===== config.mk =====
export PLATFORM = sky130hd
export DESIGN_NAME = bic_congestion_window_update_top
export DESIGN_NICKNAME = d
export VERILOG_FILES = /design/src/rtl/core/bic_pkg.sv /design/src/rtl/core/bic_div.sv /design/src/rtl/core/bic_dp.sv /design/src/rtl/core/bic_ctrl.sv /design/src/rtl/core/bic_congestion_window_update_top.sv
export SDC_FILE = /design/constraint.sdc
export NUM_CORES = 2
export LEC_CHECK = 0
export ABC_CLOCK_PERIOD_IN_PS = 10800
export BUFFER_PORTS_ARGS = -buffer_cell sky130_fd_sc_hd__buf_2
export CAP_MARGIN = 30
export CELL_PAD_IN_SITES_DETAIL_PLACEMENT = 0
export CELL_PAD_IN_SITES_GLOBAL_PLACEMENT = 1
export CORE_ASPECT_RATIO = 1.5
export CORE_MARGIN = 5
export CORE_UTILIZATION = 25
export DETAILED_ROUTE_END_ITERATION = 16
export GPL_TIMING_DRIVEN = 0
export PLACE_DENSITY = 0.54
export RECOVER_POWER = 100
export SETUP_SLACK_MARGIN = 0.2
export SKIP_CTS_REPAIR_TIMING = 1
export SLEW_MARGIN = 20
export SYNTH_ARGS = -nofsm -noshare
export SYNTH_HDL_FRONTEND = slang
export SYNTH_HIERARCHICAL = 1
export SYNTH_SLANG_ARGS = --single-unit

===== constraint.sdc =====
create_clock -name clk -period 10.8 [get_ports clk]
set_input_delay 2.16 -clock clk [delete_from_list [all_inputs] [get_ports clk]]
set_output_delay 2.16 -clock clk [all_outputs]
set_load 0.005 [all_outputs]

===== src/rtl/core/bic_pkg.sv =====
// ---------------------------------------------------------------------------
// bic_pkg
// Shared types and constants for the BIC window update block.
// ---------------------------------------------------------------------------
package bic_pkg;

  localparam int unsigned SmoothPartDefault = 5;
  localparam int unsigned CfgIdxW = 3;
  localparam int unsigned CfgDataW = 32;
  localparam int unsigned InDataW = 88;   // kind 2 + cwnd 32 + ssth 32 + acked 16 = 82 -> 88
  localparam int unsigned OutDataW = 96;
  localparam logic [31:0] CapLowMax = 32'd20;

  typedef enum logic [1:0] {
    KIND_ACK    = 2'd0,
    KIND_LOSS   = 2'd1,
    KIND_REDUCE = 2'd2,
    KIND_NONE   = 2'd3
  } kind_t;

  typedef enum logic [2:0] {
    REG_AVG  = 3'd0,
    REG_MIN  = 3'd1,
    REG_SEG  = 3'd2,
    REG_LOW  = 3'd3,
    REG_MINC = 3'd4,
    REG_DIV  = 3'd5,
    REG_BETA = 3'd6,
    REG_FC   = 3'd7
  } reg_idx_t;

  // datapath operations issued by the controller
  typedef enum logic [3:0] {
    OP_NONE,
    OP_LOAD,      // capture item
    OP_SEGDIV,    // start segs = cwnd / seg_size
    OP_SEGDONE,   // capture segs and path decisions
    OP_DISTDIV,   // start dist = (lm - s) / b
    OP_DISTDONE,
    OP_CNTDIV,    // start count division by chosen operands
    OP_CNTDONE,
    OP_FINISH     // form result, update state
  } op_t;

  typedef struct packed {
    op_t op;
  } bic_cmd_t;

  typedef struct packed {
    logic   div_busy;
    kind_t  kind;
    logic   is_ack_grow;  // ack that runs the growth step
    logic   low_path;     // seg below low segment count
    logic   need_dist;    // s < lm
  } bic_sts_t;

endpackage


===== src/rtl/core/bic_div.sv =====
// ---------------------------------------------------------------------------
// bic_div
// Restoring divider, one quotient bit per cycle, 64-bit dividend.
// ---------------------------------------------------------------------------
module bic_div (
  input  logic        clk,
  input  logic        rst,
  input  logic        start,
  input  logic [63:0] dividend,
  input  logic [31:0] divisor,
  output logic        busy,
  output logic [63:0] quotient
);
  logic [6:0]  cnt;
  logic [32:0] rem;
  logic [63:0] q;
  logic [31:0] dv;
  logic [32:0] trial;

  assign trial = {rem[31:0], q[63]};
  assign quotient = q;

  always_ff @(posedge clk) begin
    if (rst) begin
      busy <= 1'b0;
      cnt  <= '0;
    end else if (start) begin
      busy <= 1'b1;
      cnt  <= 7'd64;
      q    <= dividend;
      dv   <= divisor;
      rem  <= '0;
    end else if (busy) begin
      if (trial >= {1'b0, dv}) begin
        rem <= trial - {1'b0, dv};
        q   <= {q[62:0], 1'b1};
      end else begin
        rem <= trial;
        q   <= {q[62:0], 1'b0};
      end
      cnt <= cnt - 7'd1;
      if (cnt == 7'd1) begin
        busy <= 1'b0;
      end
    end
  end
endmodule


===== src/rtl/core/bic_dp.sv =====
// ---------------------------------------------------------------------------
// bic_dp
// Datapath: config registers, state, operand selection and shared divider.
// ---------------------------------------------------------------------------
module bic_dp #(
  parameter int unsigned SMOOTH_PART = bic_pkg::SmoothPartDefault
) (
  input  logic                          clk,
  input  logic                          rst,
  input  logic                          cfg_we,
  input  logic [bic_pkg::CfgIdxW-1:0]   cfg_idx,
  input  logic [bic_pkg::CfgDataW-1:0]  cfg_data,
  input  logic [bic_pkg::InDataW-1:0]   in_data,
  input  bic_pkg::bic_cmd_t             cmd,
  output bic_pkg::bic_sts_t             sts,
  output logic [bic_pkg::OutDataW-1:0]  out_data
);
  import bic_pkg::*;

  logic [31:0] avg_w, min_w;
  logic [15:0] seg_sz, low_segs, max_inc;
  logic [7:0]  sdiv;
  logic [8:0]  beta;
  logic        fc_on;

  logic        started;
  logic [31:0] acc;
  logic [31:0] last_max;

  kind_t       kind;
  logic [31:0] cwnd, ssth;
  logic [15:0] acked;
  logic [31:0] segs;
  logic [63:0] gap;
  logic [63:0] cnt;
  logic        grow;
  logic        low_p, need_d;

  logic        div_start, div_busy;
  logic [63:0] div_a, div_q;
  logic [31:0] div_b;

  logic [31:0] b_eff, mi_eff;
  logic [63:0] lm_b, lm_mib;
  logic [23:0] mib_prod;
  logic [39:0] sb_prod;
  logic [63:0] s_smooth;
  logic [41:0] beta_prod;

  assign b_eff  = (sdiv < 8'd2) ? 32'd2 : {24'd0, sdiv};
  assign mi_eff = (max_inc == 16'd0) ? 32'd1 : {16'd0, max_inc};
  assign lm_b   = {32'd0, last_max} + {32'd0, b_eff};
  assign mib_prod = mi_eff[15:0] * (b_eff[7:0] - 8'd1);
  assign lm_mib = {32'd0, last_max} + {40'd0, mib_prod};
  assign sb_prod = segs * (b_eff[7:0] - 8'd1);
  assign s_smooth = {32'd0, segs} * 64'(SMOOTH_PART);
  assign beta_prod = {10'd0, segs} * {33'd0, beta};

  assign sts.div_busy    = div_busy;
  assign sts.kind        = kind;
  assign sts.is_ack_grow = grow;
  assign sts.low_path    = low_p;
  assign sts.need_dist   = need_d;

  bic_div u_div (
    .clk(clk), .rst(rst), .start(div_start), .dividend(div_a),
    .divisor(div_b), .busy(div_busy), .quotient(div_q)
  );

  // divider operand select
  always_comb begin
    div_start = 1'b0;
    div_a = {32'd0, cwnd};
    div_b = (seg_sz == 16'd0) ? 32'd1 : {16'd0, seg_sz};
    case (cmd.op)
      OP_SEGDIV: div_start = 1'b1;
      OP_DISTDIV: begin
        div_start = 1'b1;
        div_a = {32'd0, last_max - segs};
        div_b = b_eff;
      end
      OP_CNTDIV: begin
        div_start = 1'b1;
        if (need_d) begin
          if (gap > {32'd0, mi_eff}) begin
            div_a = {32'd0, segs};
            div_b = mi_eff;
          end else if (gap <= 64'd1) begin
            div_a = s_smooth;
            div_b = b_eff;
          end else begin
            div_a = {32'd0, segs};
            div_b = gap[31:0];
          end
        end else begin
          if ({32'd0, segs} < lm_b) begin
            div_a = s_smooth;
            div_b = b_eff;
          end else if ({32'd0, segs} < lm_mib) begin
            div_a = {24'd0, sb_prod};
            div_b = segs - last_max;
          end else begin
            div_a = {32'd0, segs};
            div_b = mi_eff;
          end
        end
      end
      default: ;
    endcase
  end

  always_ff @(posedge clk) begin
    if (rst) begin
      avg_w    <= 32'd10240;
      min_w    <= 32'd5120;
      seg_sz   <= 16'd1448;
      low_segs <= 16'd3;
      max_inc  <= 16'd16;
      sdiv     <= 8'd4;
      beta     <= 9'd205;
      fc_on    <= 1'b1;
      started  <= 1'b0;
      acc      <= '0;
      last_max <= 32'd10240;
      kind     <= KIND_NONE;
      grow     <= 1'b0;
      low_p    <= 1'b0;
      need_d   <= 1'b0;
    end else begin
      if (cfg_we) begin
        case (reg_idx_t'(cfg_idx))
          REG_AVG:  avg_w    <= cfg_data;
          REG_MIN:  min_w    <= cfg_data;
          REG_SEG:  seg_sz   <= cfg_data[15:0];
          REG_LOW:  low_segs <= cfg_data[15:0];
          REG_MINC: max_inc  <= cfg_data[15:0];
          REG_DIV:  sdiv     <= cfg_data[7:0];
          REG_BETA: beta     <= cfg_data[8:0];
          REG_FC:   fc_on    <= cfg_data[0];
          default: ;
        endcase
      end
      case (cmd.op)
        OP_LOAD: begin
          kind  <= kind_t'(in_data[1:0]);
          cwnd  <= in_data[33:2];
          ssth  <= in_data[65:34];
          acked <= in_data[81:66];
          grow  <= (in_data[1:0] == KIND_ACK) && started &&
                   !(in_data[33:2] < in_data[65:34]) && (in_data[81:66] != 16'd0);
          cnt   <= '0;
        end
        OP_SEGDONE: begin
          segs   <= div_q[31:0];
          low_p  <= div_q[31:0] < {16'd0, low_segs};
          need_d <= div_q[31:0] < last_max;
        end
        OP_DISTDONE: gap <= div_q;
        OP_CNTDONE: cnt <= div_q;
        OP_FINISH: begin
          out_data[95:64] <= 32'd0;
          out_data[63:32] <= ssth;
          out_data[31:0]  <= cwnd;
          case (kind)
            KIND_ACK: begin
              if (!started) begin
                out_data[31:0] <= avg_w;
                started <= 1'b1;
              end else if (cwnd < ssth) begin
                out_data[31:0] <= avg_w;
              end else if (grow) begin
                logic [63:0] c;
                logic [31:0] a32;
                c = low_p ? {32'd0, segs} : cnt;
                if (!low_p) begin
                  if (last_max == 32'd0 && c > {32'd0, CapLowMax}) c = {32'd0, CapLowMax};
                  if (c == 64'd0) c = 64'd1;
                end
                a32 = (c > 64'hFFFF_FFFF) ? 32'hFFFF_FFFF : c[31:0];
                out_data[95:64] <= a32;
                if (acc + {16'd0, acked} > a32) begin
                  out_data[31:0] <= cwnd + {16'd0, seg_sz};
                  acc <= '0;
                end else begin
                  acc <= acc + {16'd0, acked};
                end
              end
            end
            KIND_LOSS: begin
              if (segs < last_max && fc_on) begin
                last_max <= beta_prod[39:8] | {32{|beta_prod[41:40]}};
              end else begin
                last_max <= segs;
              end
              out_data[63:32] <= min_w;
            end
            KIND_REDUCE: begin
              if (cwnd > avg_w) begin
                out_data[31:0] <= 32'((({1'b0, cwnd} + {1'b0, avg_w}) >> 1));
              end else begin
                logic [31:0] v;
                v = cwnd + ((avg_w - cwnd) >> 1);
                out_data[31:0] <= (v > min_w) ? v : min_w;
              end
            end
            default: ;
          endcase
        end
        default: ;
      endcase
    end
  end
endmodule


===== src/rtl/core/bic_ctrl.sv =====
// ---------------------------------------------------------------------------
// bic_ctrl
// Controller: sequences divisions and the output register handshake.
// ---------------------------------------------------------------------------
module bic_ctrl (
  input  logic              clk,
  input  logic              rst,
  input  logic              in_valid,
  output logic              in_ready,
  output logic              out_valid,
  input  logic              out_ready,
  input  bic_pkg::bic_sts_t sts,
  output bic_pkg::bic_cmd_t cmd
);
  import bic_pkg::*;

  typedef enum logic [3:0] {
    S_IDLE, S_SEG, S_SEGW, S_PATH, S_DIST, S_DISTW, S_CNT, S_CNTW, S_FIN, S_OUT
  } state_t;

  state_t state;
  logic   out_free;

  // result register empty or emptied at this edge
  assign out_free = !out_valid || out_ready;
  assign in_ready = (state == S_IDLE);

  always_comb begin
    cmd.op = OP_NONE;
    case (state)
      S_IDLE:  if (in_valid && in_ready) cmd.op = OP_LOAD;
      S_SEG:   cmd.op = OP_SEGDIV;
      S_SEGW:  if (!sts.div_busy) cmd.op = OP_SEGDONE;
      S_DIST:  cmd.op = OP_DISTDIV;
      S_DISTW: if (!sts.div_busy) cmd.op = OP_DISTDONE;
      S_CNT:   cmd.op = OP_CNTDIV;
      S_CNTW:  if (!sts.div_busy) cmd.op = OP_CNTDONE;
      S_FIN:   if (out_free) cmd.op = OP_FINISH;
      default: ;
    endcase
  end

  always_ff @(posedge clk) begin
    if (rst) begin
      state     <= S_IDLE;
      out_valid <= 1'b0;
    end else begin
      if (out_valid && out_ready) begin
        out_valid <= 1'b0;
      end
      case (state)
        S_IDLE: if (in_valid && in_ready) state <= S_SEG;
        S_SEG:  state <= S_SEGW;
        S_SEGW: if (!sts.div_busy) state <= S_PATH;
        S_PATH: begin
          if (sts.is_ack_grow && !sts.low_path) begin
            state <= sts.need_dist ? S_DIST : S_CNT;
          end else begin
            state <= S_FIN;
          end
        end
        S_DIST:  state <= S_DISTW;
        S_DISTW: if (!sts.div_busy) state <= S_CNT;
        S_CNT:   state <= S_CNTW;
        S_CNTW:  if (!sts.div_busy) state <= S_FIN;
        // hold the finish step while the previous result still waits
        S_FIN:   if (out_free) state <= S_OUT;
        S_OUT: begin
          out_valid <= 1'b1;
          state     <= S_IDLE;
        end
        default: state <= S_IDLE;
      endcase
    end
  end
endmodule


===== src/rtl/core/bic_congestion_window_update_top.sv =====
// ---------------------------------------------------------------------------
// bic_congestion_window_update_top
// BIC congestion window update: one result per input event (ACK, loss, reduce or none).
// ---------------------------------------------------------------------------
// channel   dir  handshake                   payload
// s_axis    in   s_axis_tvalid/s_axis_tready tdata: kind, cwnd, ssthresh, acked
// m_axis    out  m_axis_tvalid/m_axis_tready tdata: cwnd, ssthresh, acks_needed
// cfg       in   cfg_we                      cfg_idx, cfg_data
//
// A loss, reduce, none or non-growing ACK item runs only the segment division;
// a growing ACK at or above the low segment count adds the count division, and
// one below the last maximum also runs the distance division first. Each division
// is 64 steps on one shared bit-serial divider, with start and capture states.
// Synchronous reset restores register defaults and resets the controller and window state.
// Input is taken only when no item is in flight; a stalled result holds in
// the output register while the next item runs up to its finish step.
module bic_congestion_window_update_top #(
  parameter int unsigned SMOOTH_PART = bic_pkg::SmoothPartDefault
) (
  input  logic                          clk,
  input  logic                          rst,
  input  logic                          cfg_we,
  input  logic [bic_pkg::CfgIdxW-1:0]   cfg_idx,
  input  logic [bic_pkg::CfgDataW-1:0]  cfg_data,
  input  logic                          s_axis_tvalid,
  output logic                          s_axis_tready,
  // kind[1:0], cwnd_bytes[33:2], ssthresh_bytes[65:34], acked_segs[81:66]
  input  logic [bic_pkg::InDataW-1:0]   s_axis_tdata,
  output logic                          m_axis_tvalid,
  input  logic                          m_axis_tready,
  // new_cwnd_bytes[31:0], new_ssthresh_bytes[63:32], acks_needed[95:64]
  output logic [bic_pkg::OutDataW-1:0]  m_axis_tdata
);
  import bic_pkg::*;

  bic_cmd_t cmd;
  bic_sts_t sts;

  bic_ctrl u_ctrl (
    .clk(clk), .rst(rst), .in_valid(s_axis_tvalid), .in_ready(s_axis_tready),
    .out_valid(m_axis_tvalid), .out_ready(m_axis_tready), .sts(sts), .cmd(cmd)
  );

  bic_dp #(.SMOOTH_PART(SMOOTH_PART)) u_dp (
    .clk(clk), .rst(rst), .cfg_we(cfg_we), .cfg_idx(cfg_idx), .cfg_data(cfg_data),
    .in_data(s_axis_tdata), .cmd(cmd), .sts(sts), .out_data(m_axis_tdata)
  );
endmodule


After elaboration in Yosys (flattened, before gate mapping)
Cells that the tools add are included.
Widths: inputs -> output; s select.
{"block": "totals", "register_bits": 677, "output_inout_bits": 98, "inputBits": 128, "wordCells": 219}
{"block": "op_classes", "n_mux": 71, "reduce_logical": 46, "add_sub_neg": 13, "n_lt_le_gt_ge": 16, "multipliers": 4, "eq_ne": 32, "n_bitwise": 6}
{"cell": "$mux 64", "count": 22}
{"cell": "$mux 32", "count": 17}
{"cell": "$pmux 64 s2", "count": 2}
{"cell": "$lt 32x32->1", "count": 4}
{"cell": "$lt 32x64->1", "count": 2}
{"cell": "$pmux 32 s2", "count": 2}
{"cell": "$sub 32x32->32", "count": 4}
{"cell": "$gt 32x32->1", "count": 3}
{"cell": "$add 32x32->33", "count": 2}
{"cell": "$add 32x16->32", "count": 2}
{"cell": "$gt 64x32->1", "count": 1}
{"cell": "$gt 64x32->1 const B", "count": 1}
{"cell": "$gt 64x5->1 const B", "count": 1}
{"cell": "$le 64x1->1 const B", "count": 1}
{"cell": "$logic_not 64->1", "count": 1}
{"cell": "$mul 32x9->41", "count": 1}
{"cell": "$mul 32x40->40", "count": 1}
{"cell": "$mux 40", "count": 1}
{"cell": "$pmux 4 s9", "count": 1}
{"cell": "$mul 32x3->35 const B", "count": 1}
{"cell": "$mux 35", "count": 1}
{"cell": "$reduce_and 2->1", "count": 17}
{"cell": "$add 32x24->33", "count": 1}
{"cell": "$ge 33x32->1", "count": 1}
{"cell": "other kinds (42)", "count": 98}

Depth between registers and ports, before layout
{"block": "logic_depth", "word_depth": 28, "depth_mapped": 59, "ltp_nobuf": 54}

Hierarchy
The synthesis kept the hierarchy.
{"mod": "bic_dp", "area_per_inst_um2": 64167.8, "cells_each": 7440, "seq_area_each_um2": 14093.5, "instances": 1}
{"mod": "bic_div", "area_per_inst_um2": 7397.1, "cells_each": 631, "seq_area_each_um2": 4003.8, "instances": 1}
{"mod": "bic_ctrl", "area_per_inst_um2": 405.4, "cells_each": 54, "seq_area_each_um2": 100.1, "instances": 1}

Least setup slack after synthesis
Ideal clock, no wire load.
{"block": "synth_timing", "path_type": "register -> register", "start": "register u_dp.sdiv[3]", "end": "register u_dp.u_div.q[1] (netlist: u_dp/u_div/quotient[1]), data pin", "required_time_ps": 10540, "path_slack_ps": -1069, "arrival_time_ps": 11609, "stages_incl_launch_ff": 55, "path_cell_list": "dfxtp_1 -> clkbuf_1 -> or3_1 -> or2_1 -> or3_1 -> o21ai_2 -> clkbuf_1 -> ha_1 -> clkbuf_1 -> inv_1 -> nor3_1 -> xnor2_1 -> clkbuf_1 -> nor2_1 -> fa_1 -> inv_1 -> fa_1 -> inv_1 -> [19 not listed] -> a21oi_1 -> a21oi_1 -> o21ai_0 -> o31a_1 -> ha_1 -> a21o_1 -> a21oi_1 -> nor2b_1 -> o21ai_0 -> nand2b_1 -> a21oi_1 -> o21ai_0 -> o22a_1 -> buf_4 -> nor3b_1 -> mux2i_1 -> o21ai_0 -> mux2_2"}
{"block": "synth_via", "elab_chain_len": 11, "elab_cells_between_ends": 15, "classes_between": "4 x add/sub; 2 x mul; 3 x order compare; 6 x mux"}
{"element": "start: declaration", "line": "bic_dp.sv:22", "source": "logic [7:0] sdiv;"}
{"element": "start signal: assignment", "line": "bic_dp.sv:137", "source": "REG_DIV: sdiv <= cfg_data[7:0];"}
{"element": "$lt 8x2->1", "line": "bic_dp.sv:50", "source": "assign b_eff = (sdiv < 8'd2) ? 32'd2 : {24'd0, sdiv};"}
{"element": "$mux 8 (*)", "line": "bic_dp.sv:50"}
{"element": "$sub 8x1->9", "line": "bic_dp.sv:53, bic_dp.sv:55"}
{"element": "$mul 16x24->24", "line": "bic_dp.sv:53", "source": "assign mib_prod = mi_eff[15:0] * (b_eff[7:0] - 8'd1);"}
{"element": "$add 32x24->33", "line": "bic_dp.sv:54", "source": "assign lm_mib = {32'd0, last_max} + {40'd0, mib_prod};"}
{"element": "$lt 32x64->1", "line": "bic_dp.sv:99", "source": "end else if ({32'd0, segs} < lm_mib) begin"}
{"element": "$mux 40", "line": "bic_dp.sv:99"}
{"element": "$mux 64 (*)", "line": "bic_dp.sv:96", "source": "if ({32'd0, segs} < lm_b) begin"}
{"element": "$mux 64 (*)", "line": "bic_dp.sv:84", "source": "if (need_d) begin"}
{"element": "$pmux 64 s2 (*)", "line": "bic_dp.sv:75", "source": "case (cmd.op)"}
{"element": "via u_dp.div_a[1]", "line": "bic_dp.sv:40", "source": "logic [63:0] div_a, div_q;"}
{"element": "$mux 64 (*)", "line": "bic_div.sv:27", "source": "end else if (start) begin"}
{"element": "end signal: assignment", "line": "bic_div.sv:30", "source": "q <= dividend;"}
{"element": "end signal: assignment", "line": "bic_div.sv:36", "source": "q <= {q[62:0], 1'b1};"}
{"element": "end signal: assignment", "line": "bic_div.sv:39", "source": "q <= {q[62:0], 1'b0};"}
{"element": "end: declaration", "line": "bic_div.sv:16", "source": "logic [63:0] q;"}
The timed path passes the listed nets; every way through them passes the cells marked *.
A chain may end at the register's enable or synchronous reset.

Final worst setup path
{"block": "layout_timing", "start": "register u_dp.sdiv[3]", "end": "register u_dp.u_div.q[0] (netlist: u_dp/u_div/quotient[0]), data pin"}
Same word-level chain as after synthesis.

==> impl_metrics.yaml <==
outcome:
  status: "finished with violations"
  failed_checks: "max-capacitance violations, max-slew violations, negative setup slack"
yosys:
  largest_cells_by_area_after_synthesis: "edfxtp_1 (19%), fa_1 (15%), ha_1 (13%)"
  synth_seq_cells: 677
  yosysTopAreaCell: "edfxtp_1"
  syn_avg_cell_area_sq_um: 8.858
  main_combinational_cell_family_by_area_after_synthesis: "adder cells"
  yosys.cell_types.count: 112
  synthAdderAreaFrac: 0.2826
  post_synth_mux_area_share: 0.02180
  async_reset_ff_frac: 0
  synth-simple-area-share: 0.1682
  synth_compound_area_frac: 0.1655
  synth_sequential_area_ratio: 0.2528
  synth_xor_xnor_area_share: 0.04418
  netlist_area_sq_mm: 0.07197
  synth_largest_type_area_fraction: 0.1936
  leading_register_cell_type_out_of_synthesis: "edfxtp_1"
  ys.warnings.count: 6
  netlist_instances: 8125
  synth-edff-count: 464
drt:
  drt_first_iter_violations: 4618
  via_count: 64490
  detailedRoute.firstPassIterationCount: 6
  routed_wire_length_per_instance_um: 28.65
  post_drt_via_cell_ratio: 5.172
  dr_drc_count: 0
  route.final.wire_length_um: 357200
  detail-route-antenna-nets: 0
cells_and_area:
  layout.cell_area.non_filler_sq_mm: 0.08427
  layout_commonest_cell: "nand2_1"
  finalNonFillerCells: 12470
  area_growth_syn_to_layout_pct: 17.09
  drive_above_1_share: 0.08925
  mostFrequentLayoutCells: "nand2_1 (962), inv_1 (785), ha_1 (767)"
  finalNetCount: 10060
worst_setup_path:
  critPathArrivalTime_ns: 12.67
  worstSetupEndpoint: "u_dp/u_div/quotient[0]"
  cp-startpoint: "u_dp/sdiv[3]"
  reg2reg_to: "u_dp/u_div/quotient[0]"
  critical_path_class: "register to register"
  crit_slowest_cell: "fa_1"
  setup.worst_path.start_class: "register"
  ff2ff_path_depth: 50
  setup.worst_path.end_class: "register"
  critical_path.max_fanout: 6
  timing.critical_path.required_ns: 11.28
  crit_path_max_incr_delay_ns: 0.55
  reg2reg_slack_ns: -1.39
  worstReg2RegStart: "u_dp/sdiv[3]"
global_routing:
  antenna_violations_before_repair: 22
  grt.overflow.total: 0
  grt_pass1_wl_um: 499500
  grt_usage: 0.2337
  largest_net_degree_at_the_start_of_global_routing: 38
  grt_pass1_vias: 67850
floorplanning:
  fp.coreArea_sq_mm: 0.2871
  die_width_um: 448.1
  fp.dieArea_sq_mm: 0.2989
  num_io_pins: 226
  initial_utilization: 0.2507
  chipHeight_um: 667.1
  rows: 241
worst_hold_path:
  hp-start: "u_dp/min_w[3]"
  hold_wc_path_type: "register to register"
timing:
  setup_repair_after_global_routing_missed_its_margin: "yes"
  fraction_of_the_cycle_the_final_worst_path_needs: 1.129
  finalHoldWorstSlack_ns: 0.4542
  finalWorstPathRequiredPeriod_ns: 12.19
  totalNegativeSetupSlack_ns: -71.85
  max_freq_ghz: 0.08201
  report.final.setup_viol: 74
  drv_slew: 152
  slew_headroom: -0.3029
  max_slew.worst_pin.slew_ns: 1.954
  worst_clock_skew_ns: 0.04438
  report.final.hold_viol_count: 0
  setup_ws_ns: -1.393
placed_design:
  place.detailed.instances: 12210
  detailedPlacementHpwl_um: 296900
  pre_cts_ws_ns: -4.572
  gp_congestion: 1.021
  detailed_place.area_sq_mm: 0.07935
  placement.io_buffers: 216
pwr:
  clockPowerShare: 0.267
  power.leakage_nw: 35.98
  netSwitchingFraction: 0.4258
  internal_power_mw: 6.556
  combPwrFrac: 0.459
  ir_drop_v: 0.0001169
  power_per_cell_area_mw_per_mm2: 135.5
  switchingPower_mw: 4.862
  power_frac_seq: 0.274
clock_tree:
  h-tree-depth: 3
  clk-insertion-delay-late_ns: 0.74
  tritoncts.num_buffers: 84
  clk_root_buffer_cell: "clkbuf_16"
  clkSinkCount: 677
  worst_case_clock_buffer_depth: 3
  tritoncts: "built"
  cts.clk_slew.worst_paths_ns: 0.06
run:
  timing.max_cap.violations: 8
## sequential cells by signal, summed over array words and instances (netlist names), 7 cells and up
signal	flops
u_dp/acked	16
u_dp/segs	32
u_dp/beta	9
u_dp/cwnd	32
u_dp/u_div/quotient	64
u_dp/seg_sz	16
u_dp/max_inc	16
u_dp/low_segs	16
u_dp/sdiv	8
u_dp/cnt	64
u_dp/acc	32
u_dp/avg_w	32
u_dp/gap	64
u_dp/out_data	96
u_dp/ssth	32
u_dp/u_div/cnt	7
u_dp/last_max	32
u_dp/min_w	32
u_dp/u_div/dv	32
u_dp/u_div/rem	32
## layer usage
layer	up-vias	GRT usage	part of all wire
met5	-	0	0.00024
met4	14	0.1755	0.094
met3	876	0.03459	0.051
met2	2242	0.4189	0.50
met1	32110	0.2460	0.35
li1	29250	-	-
## worst max-delay path, delay by kind of cell (launching register included)
kind,cells,cell delay [ns]
adder cells (fa/ha/maj),9,3.45
AND/OR/NAND/NOR,10,1.86
buffers and inverters,10,1.12
XOR/XNOR,2,0.60
AO/OA/AOI/OAI,18,4.08
multiplexers,1,0.43
flip-flops,1,0.32
## cell type report
type | instances | area [sq um]
buffer | 421 | 2012
multi-input combinational | 6254 | 50890
antenna | 9 | 22.52
tap | 3766 | 4712
clock buffer | 105 | 2262
sequential | 677 | 18200
timing repair buffer | 392 | 2549
inverter | 795 | 2999
fill | 30840 | 202800
clock inverter | 51 | 621.8
## how the worst min path moves through the flow
stage | end | slack [ns] | depth (start not counted)
after floorplan | u_dp/max_inc[0] | 0.44 | 2
after global placement | u_dp/min_w[5] | 0.44 | 2
after detailed placement | u_dp/min_w[26] | 0.45 | 2
after CTS | u_dp/min_w[26] | 0.45 | 2
after global routing | u_dp/min_w[6] | 0.47 | 2
final | u_dp/min_w[3] | 0.45 | 2
## Yosys cell counts, drive strengths merged, types with 78 or more instances
| library cell | number |
|---|---|
| o21ai | 322 |
| mux2 | 78 |
| nand2 | 974 |
| fa | 531 |
| inv | 792 |
| clkbuf | 349 |
| and2 | 191 |
| ha | 776 |
| nand3 | 155 |
| edfxtp | 464 |
| nor3 | 134 |
| nand4 | 93 |
| nor2 | 569 |
| xnor2 | 258 |
| nor4 | 87 |
| a21o | 249 |
| a211oi | 99 |
| xor2 | 105 |
| dfxtp | 213 |
| a21oi | 616 |
| nand2b | 155 |
## through the flow
step | util | power (mW)
global route | 0.2935 | 12.03
detailed placement | 0.2764 | 8.178
finish | 0.2936 | 11.42
global placement | 0.2722 | 8.130
floorplan | - | 6.210
CTS | 0.2865 | 11.32
## cell families (layout without fill, tap and decap cells)
kind of cell / count (synthesis) / count (layout)
buffers and inverters: 1217 / 1764
XOR/XNOR: 363 / 363
other: 1 / 33
multiplexers: 147 / 147
AO/OA/AOI/OAI: 1835 / 1835
AND/OR/NAND/NOR: 2578 / 2578
flip-flops: 677 / 677
adder cells (fa/ha/maj): 1307 / 1307
## power by group through the flow
stage / clock network (mW) / logic [mW] / registers (mW)
2_1_floorplan: 0 / 3.13 / 3.08
3_3_place_gp: 0 / 4.92 / 3.21
3_5_place_dp: 0 / 5.00 / 3.18
4_1_cts: 3.15 / 5.05 / 3.13
5_1_grt: 3.23 / 5.66 / 3.14
6_report: 3.05 / 5.24 / 3.13
Power figures use the tool's default switching activity.
